<file path="src/hdl/fir_lp_pkg.sv">
// Shared types, constants and the weight table of the low-pass FIR filter.
// Used by the controller, the datapath and the top level; no dependencies.
package fir_lp_pkg;

    localparam int TAPS      = 28;
    localparam int FRAC_BITS = 8;
    localparam int SAMPLE_W  = 16;
    localparam int WEIGHT_W  = 8;
    localparam int OUT_W     = 17;
    localparam int PROD_W    = SAMPLE_W + WEIGHT_W;
    localparam int TAP_IDX_W = (TAPS > 1) ? $clog2(TAPS) : 1;
    localparam int BASE_TAPS = 28;

    typedef logic signed [SAMPLE_W-1:0] sample_t;
    typedef logic signed [WEIGHT_W-1:0] weight_t;
    typedef logic signed [PROD_W-1:0]   prod_t;
    typedef logic signed [OUT_W-1:0]    acc_t;
    typedef logic [TAP_IDX_W-1:0]       tap_idx_t;

    typedef enum logic [1:0] {
        ST_IDLE,
        ST_MAC,
        ST_LAST,
        ST_DONE
    } fir_lp_state_t;

    // Commands from the controller to the datapath.
    typedef struct packed {
        logic     shift_in;
        logic     rotate;
        logic     mult_en;
        logic     acc_add;
        logic     load_out;
        tap_idx_t tap_idx;
    } fir_lp_cmd_t;

    localparam weight_t BASE_WEIGHT [BASE_TAPS] = '{
        8'sd0, 8'sd0, 8'sd0, 8'sd1, 8'sd3, 8'sd4, 8'sd1, -8'sd5, -8'sd11, -8'sd10,
        8'sd2, 8'sd25, 8'sd51, 8'sd68,
        8'sd68, 8'sd51, 8'sd25, 8'sd2, -8'sd10, -8'sd11, -8'sd5, 8'sd1, 8'sd4,
        8'sd3, 8'sd1, 8'sd0, 8'sd0, 8'sd0
    };

    // Taps past the symmetric base set carry weight zero.
    function automatic weight_t tap_weight(tap_idx_t idx);
        weight_t w;
        w = '0;
        for (int i = 0; i < BASE_TAPS; i++) begin
            if (i < TAPS && int'(idx) == i) begin
                w = BASE_WEIGHT[i];
            end
        end
        return w;
    endfunction

endpackage

</file>
<file path="src/hdl/fir_lowpass_q8.sv">
// Top level of the 28-tap Q8 low-pass FIR filter.
// Instantiates fir_lp_ctrl and fir_lp_dp; depends on fir_lp_pkg.
//
//   channel | ports                          | direction
//   --------+--------------------------------+----------
//   sample  | s_valid, s_ready, s_sample     | in
//   result  | m_valid, m_ready, m_filtered   | out
//
// A result takes one multiply-accumulate per tap through a single 16x8 multiplier in ST_MAC;
// ST_LAST then adds the last product and ST_DONE loads the output register. The next sample
// is taken back in ST_IDLE, after the load; while the previous result still sits in the output
// register waiting for its transfer, ST_DONE holds the new sum and no sample is taken.
// Reset is synchronous and active low and clears the delay line to zero.
// A stalled output holds the finished sum in the controller's done state.
module fir_lowpass_q8 (
    input  logic                aclk,
    input  logic                aresetn,
    input  logic                s_valid,
    output logic                s_ready,
    input  fir_lp_pkg::sample_t s_sample,
    output logic                m_valid,
    input  logic                m_ready,
    output fir_lp_pkg::acc_t    m_filtered
);
    import fir_lp_pkg::*;

    fir_lp_cmd_t cmd;

    fir_lp_ctrl u_ctrl (
        .aclk    (aclk),
        .aresetn (aresetn),
        .s_valid (s_valid),
        .s_ready (s_ready),
        .m_valid (m_valid),
        .m_ready (m_ready),
        .cmd     (cmd)
    );

    fir_lp_dp u_dp (
        .aclk       (aclk),
        .aresetn    (aresetn),
        .cmd        (cmd),
        .s_sample   (s_sample),
        .m_filtered (m_filtered)
    );

endmodule

</file>
<file path="src/hdl/fir_lp_ctrl.sv">
// Controller of the low-pass FIR filter: sequences the tap loop and owns
// the input ready and output valid. Depends on fir_lp_pkg.
module fir_lp_ctrl (
    input  logic                  aclk,
    input  logic                  aresetn,
    input  logic                  s_valid,
    output logic                  s_ready,
    output logic                  m_valid,
    input  logic                  m_ready,
    output fir_lp_pkg::fir_lp_cmd_t cmd
);
    import fir_lp_pkg::*;

    fir_lp_state_t state_reg, state_next;
    tap_idx_t      cnt_reg, cnt_next;
    logic          out_valid_reg, out_valid_next;
    logic          out_free;

    assign out_free = !out_valid_reg || m_ready;

    always_ff @(posedge aclk) begin
        if (!aresetn) begin
            state_reg     <= ST_IDLE;
            cnt_reg       <= '0;
            out_valid_reg <= 1'b0;
        end else begin
            state_reg     <= state_next;
            cnt_reg       <= cnt_next;
            out_valid_reg <= out_valid_next;
        end
    end

    always_comb begin
        state_next = state_reg;
        unique case (state_reg)
            ST_IDLE: begin
                if (s_valid) state_next = ST_MAC;
            end
            ST_MAC: begin
                if (cnt_reg == tap_idx_t'(TAPS - 1)) state_next = ST_LAST;
            end
            ST_LAST: begin
                state_next = ST_DONE;
            end
            ST_DONE: begin
                if (out_free) state_next = ST_IDLE;
            end
            default: state_next = ST_IDLE;
        endcase
    end

    always_comb begin
        s_ready        = 1'b0;
        cmd            = '0;
        cmd.tap_idx    = cnt_reg;
        cnt_next       = cnt_reg;
        out_valid_next = out_valid_reg && !m_ready;
        unique case (state_reg)
            ST_IDLE: begin
                s_ready      = 1'b1;
                cmd.shift_in = s_valid;
                cnt_next     = '0;
            end
            ST_MAC: begin
                cmd.mult_en = 1'b1;
                cmd.rotate  = 1'b1;
                // The product of the previous tap is registered and added in the next cycle.
                cmd.acc_add = (cnt_reg != '0);
                cnt_next    = cnt_reg + tap_idx_t'(1);
            end
            ST_LAST: begin
                cmd.acc_add = 1'b1;
            end
            ST_DONE: begin
                if (out_free) begin
                    cmd.load_out   = 1'b1;
                    out_valid_next = 1'b1;
                end
            end
            default: begin
                cnt_next = '0;
            end
        endcase
    end

    assign m_valid = out_valid_reg;

endmodule

</file>
<file path="src/hdl/fir_lp_dp.sv">
// Datapath of the low-pass FIR filter: delay line, one multiplier,
// accumulator and output register. Depends on fir_lp_pkg.
module fir_lp_dp (
    input  logic                    aclk,
    input  logic                    aresetn,
    input  fir_lp_pkg::fir_lp_cmd_t cmd,
    input  fir_lp_pkg::sample_t     s_sample,
    output fir_lp_pkg::acc_t        m_filtered
);
    import fir_lp_pkg::*;

    sample_t delay_reg [TAPS];
    sample_t delay_next [TAPS];
    prod_t   prod_reg, prod_next;
    acc_t    acc_reg, acc_next;
    acc_t    out_reg, out_next;
    logic signed [PROD_W-FRAC_BITS-1:0] tap_term;

    // The line rotates once per tap so that position 0 always holds the
    // sample of the current tap; after a full pass it is back in order.
    always_comb begin
        for (int i = 0; i < TAPS; i++) begin
            delay_next[i] = delay_reg[i];
        end
        if (cmd.shift_in) begin
            delay_next[0] = s_sample;
            for (int i = 1; i < TAPS; i++) begin
                delay_next[i] = delay_reg[i-1];
            end
        end else if (cmd.rotate) begin
            for (int i = 0; i < TAPS - 1; i++) begin
                delay_next[i] = delay_reg[i+1];
            end
            delay_next[TAPS-1] = delay_reg[0];
        end
    end

    // Arithmetic shift floors each tap product on its own.
    assign tap_term = prod_reg[PROD_W-1:FRAC_BITS];

    always_comb begin
        prod_next = prod_reg;
        acc_next  = acc_reg;
        out_next  = out_reg;
        if (cmd.mult_en) begin
            prod_next = prod_t'(delay_reg[0] * tap_weight(cmd.tap_idx));
        end
        if (cmd.shift_in) begin
            acc_next = '0;
        end else if (cmd.acc_add) begin
            acc_next = acc_reg + acc_t'(tap_term);
        end
        if (cmd.load_out) begin
            out_next = acc_reg;
        end
    end

    always_ff @(posedge aclk) begin
        if (!aresetn) begin
            for (int i = 0; i < TAPS; i++) begin
                delay_reg[i] <= '0;
            end
        end else begin
            for (int i = 0; i < TAPS; i++) begin
                delay_reg[i] <= delay_next[i];
            end
        end
    end

    always_ff @(posedge aclk) begin
        prod_reg <= prod_next;
        acc_reg  <= acc_next;
        out_reg  <= out_next;
    end

    assign m_filtered = out_reg;

endmodule

</file>
<file path="config.mk">
export PLATFORM = sky130hd
export DESIGN_NAME = fir_lowpass_q8
export DESIGN_NICKNAME = d
export VERILOG_FILES = /design/src/hdl/fir_lp_pkg.sv /design/src/hdl/fir_lowpass_q8.sv /design/src/hdl/fir_lp_ctrl.sv /design/src/hdl/fir_lp_dp.sv
export SDC_FILE = /design/constraint.sdc
export NUM_CORES = 1
export LEC_CHECK = 0
export ABC_CLOCK_PERIOD_IN_PS = 5200
export BUFFER_PORTS_ARGS = -buffer_cell sky130_fd_sc_hd__buf_2
export CAP_MARGIN = 20
export CORE_MARGIN = 8
export CORE_UTILIZATION = 50
export DETAILED_ROUTE_END_ITERATION = 8
export PLACE_DENSITY = 0.76
export SLEW_MARGIN = 15
export SYNTH_ARGS = -nofsm -noshare
export SYNTH_HDL_FRONTEND = slang
export SYNTH_SLANG_ARGS = --single-unit
</file>
<file path="constraint.sdc">
create_clock -name aclk -period 5.2 [get_ports aclk]
set_input_delay 0.78 -clock aclk [delete_from_list [all_inputs] [get_ports aclk]]
set_output_delay 0.78 -clock aclk [all_outputs]
set_load 0.005 [all_outputs]
</file>
==> run metrics <==
status=complete, but fails checks; failing checks=negative setup slack; Hold Path Origin=s_sample[0]; commonest cells after routing, fill and taps aside=nand2_1 (486), dfxtp_1 (471), mux2i_1 (453); Reg2Reg Capture Point=u_dp.prod_reg[20]; P&R area growth vs syn=12.1%; WL/cell=about 16 um; Main synth FF type=dfxtp_1; unrepaired setup endpoints after global routing=true; Mapped Cells=2852; cells along the critical path=inv_2 > ha_2 > nor2_1 > o22ai_1 > a21oi_1 > o31a_1 > a21oi_4 > buf_12 > nand2_1 > fa_2 > fa_1 > fa_1 > inv_1 > fa_1 > ha_1 > a21oi_2 > o211ai_1 > buf_4 > a21oi_4 > a211oi_4 > buf_4 > nor4_2 > a21oi_1 > xor2_1; first-pass GRT wire length=95200 um; Tot GR Track Use=17.2%; Hold WS=0.391 ns; Largest register FFs=448; period utilisation layout=108%; final instance area=0.0317 mm2; Max-cap violations=0; clock-pin slew on the worst setup and hold paths=roughly 0.06 ns; CP required=around 5.5 ns; synthesized area=between 0.02 and 0.03 mm2; layout net count=around 3000; flops & latches, synth=between 500 and 600; vias per cell=between 5 and 6; Die W=approximately 250 um; final setup vio count=14; family with the most delay on the worst path=adder cells; Fin Setup TNS=-4.11 ns; number of synthesized flops with an enable pin=33; Max Clock Skew=0.0434 ns; final worst slack=-0.430 ns; CTS sink cnt=506; largest net degree at the start of global routing=roughly 240; chip height=approximately 250 um; GPL Wtd Cong=~0.84; full die area=about 0.065 mm2; Initial DRC Count=~1200; Fin. Hold Viols=0; Ant. Diodes=0; Slowest-stage cell, CP=fa_1; class of the most critical setup path=flip-flop to flip-flop; share of flip-flops with an asynchronous set or reset=0%; DR pass1 iterations=5; CP endpoint kind=flip-flop; via count=20200; Worst R2R Start=u_ctrl.cnt_reg[1]; worst-margin pin slew=about 1.0 ns; maximum clock rate=0.178 GHz; Max clock buf depth=3; post-synthesis sequential area ratio=36.9%; final core occ=roughly 57%; vias in the first global route=19800; Worst EP arrival=5.97 ns; CTS HTree Levels=2; Num CTS Buffers=between 50 and 60; Critical Path Start Type=flip-flop; final worst path period need=around 5.6 ns; Synth top area share=33.4%; post-synthesis area per instance=between 9 and 10 um2; grt ovf=0; HPWL Detailed=around 36000 um; worst hold endpoint=u_dp.delay_reg[0][0]; CTS hold repair buffers=0; largest fanout on the critical path=11; final WL=approximately 57000 um; Final Non-Filler Cells=3633; clk root buf=clkbuf_16; crit-path most repeated cell=fa_1; synth top area cells=dfxtp_1 (33%), mux2i_1 (16%), o211a_1 (16%), fa_1 (7.2%), nand2_1 (6.5%); Slew headroom=between 30% and 40%; total stage count of the critical path=24; DRC errors left=0; core box area=~0.056 mm2; setup slack at placement=-0.548 ns; reg-to-reg setup timing slack=-0.43 ns; commonest non-fill, non-tap cell in the layout=nand2_1; antenna viol nets, final=0; Cell Area, Placed=between 0.02 and 0.03 mm2; io pins=39; critical path's largest stage delay=about 0.55 ns; Reg2Reg Depth=24; cell taking the most area after synthesis=dfxtp_1; worst vdd ir=~0.40 mV; Tot Pwr=roughly 17 mW; Pleak=~17 nW; IO Port Bufs=38; Hold WC Path Type=primary input to flip-flop; Net Count, Synth=between 3000 and 4000; WHS Path Cells=2; std cell rows=a little under 90; pwr dens=between 500 and 600 mW/mm2; Max Transition Viols Final=0; YS warnings=0; placed cells=between 3000 and 4000; buffer and inverter count on the worst path=5; Clk Latency, worst-skew pair=0.63 ns; CTS tree=built; share of post-route cells with drive strength above 1=11.9%; initial antenna violation count=0; Initial Utilization=roughly half; number of library cell types mapped by synthesis=68
layout make-up:
| type | count | area (um2) |
|---|---|---|
| flip-flops and latches | 506 | 10500 |
| repair buffers | 173 | 1410 |
| clock inverters | 21 | 272 |
| well taps | 756 | 946 |
| clock buffers | 72 | 1480 |
| inverters | 149 | 564 |
| multi-input cells | 1956 | 16600 |
| fillers | 4834 | 24400 |
logic make-up after synthesis:
| logic type | count (synthesis) | synth area share, % |
|---|---|---|
| simple gates | 716 | 11.1 |
| compound gates | 591 | 19.2 |
| flops | 506 | 36.9 |
| mux | 453 | 16.0 |
| buf+inv | 390 | 5.66 |
| fa+ha+maj | 170 | 10.2 |
| xor+xnor | 26 | 0.804 |
worst max-delay path by stage:
stage	start	end	slack, ns
CTS	u_ctrl.cnt_reg[0]	u_dp.prod_reg[22]	-0.44
floorplan	u_ctrl.cnt_reg[0]	u_dp.prod_reg[22]	-0.16
global placement	u_ctrl.cnt_reg[0]	u_dp.prod_reg[22]	-0.47
finish	u_ctrl.cnt_reg[1]	u_dp.prod_reg[20]	-0.43
detailed placement	u_ctrl.cnt_reg[1]	u_dp.prod_reg[22]	-0.55
global route	u_ctrl.cnt_reg[1]	u_dp.prod_reg[22]	-0.71
timing repair:
action / 4_1_cts / 5_1_grt
pin swaps: 15 / 7
endpoints found under the setup margin: 15 / 16
setup buffers: 11 / 2
gates resized for setup: 38 / 9
synth_stat cells (40+ instances only):
master and number:
ha_1 68, and2_1 85, clkbuf_1 139, nor2_1 40, o211a_1 448, nand2_1 487, a21oi_1 41, fa_1 102
mux2i_1 453, dfxtp_1 473, buf_2 81, inv_1 146
worst register-to-register path, stage by stage (launching register included):
cell and delay (ns):
dfxtp_2 0.36, inv_2 0.10, ha_2 0.25, nor2_1 0.07, o22ai_1 0.22, a21oi_1 0.13
o31a_1 0.29, a21oi_4 0.16, buf_12 0.15, nand2_1 0.09, fa_2 0.43, fa_1 0.49
fa_1 0.55, inv_1 0.05, fa_1 0.44, ha_1 0.32, a21oi_2 0.14, o211ai_1 0.11
buf_4 0.16, a21oi_4 0.23, a211oi_4 0.11, buf_4 0.16, nor4_2 0.14, a21oi_1 0.08
xor2_1 0.15
power breakdown:
part	switching, mW	internal (mW)	total, mW
registers	1.21	5.37	6.58
clock network	1.59	2.15	3.74
logic	3.69	3.24	6.93
total	6.49	10.8	17.3
per-layer routing:
layer / vias to the layer above / GRT usage [%] / part of all wire, %
li1: 10000 / - / -
met1: 9878 / 21.5 / 46
met2: 204 / 30.4 / 50
met3: 76 / 2.25 / 2.7
met4: 0 / 5.26 / 2.1
met5: - / 0 / 0
No activity file was read; power rests on OpenSTA's default activity.
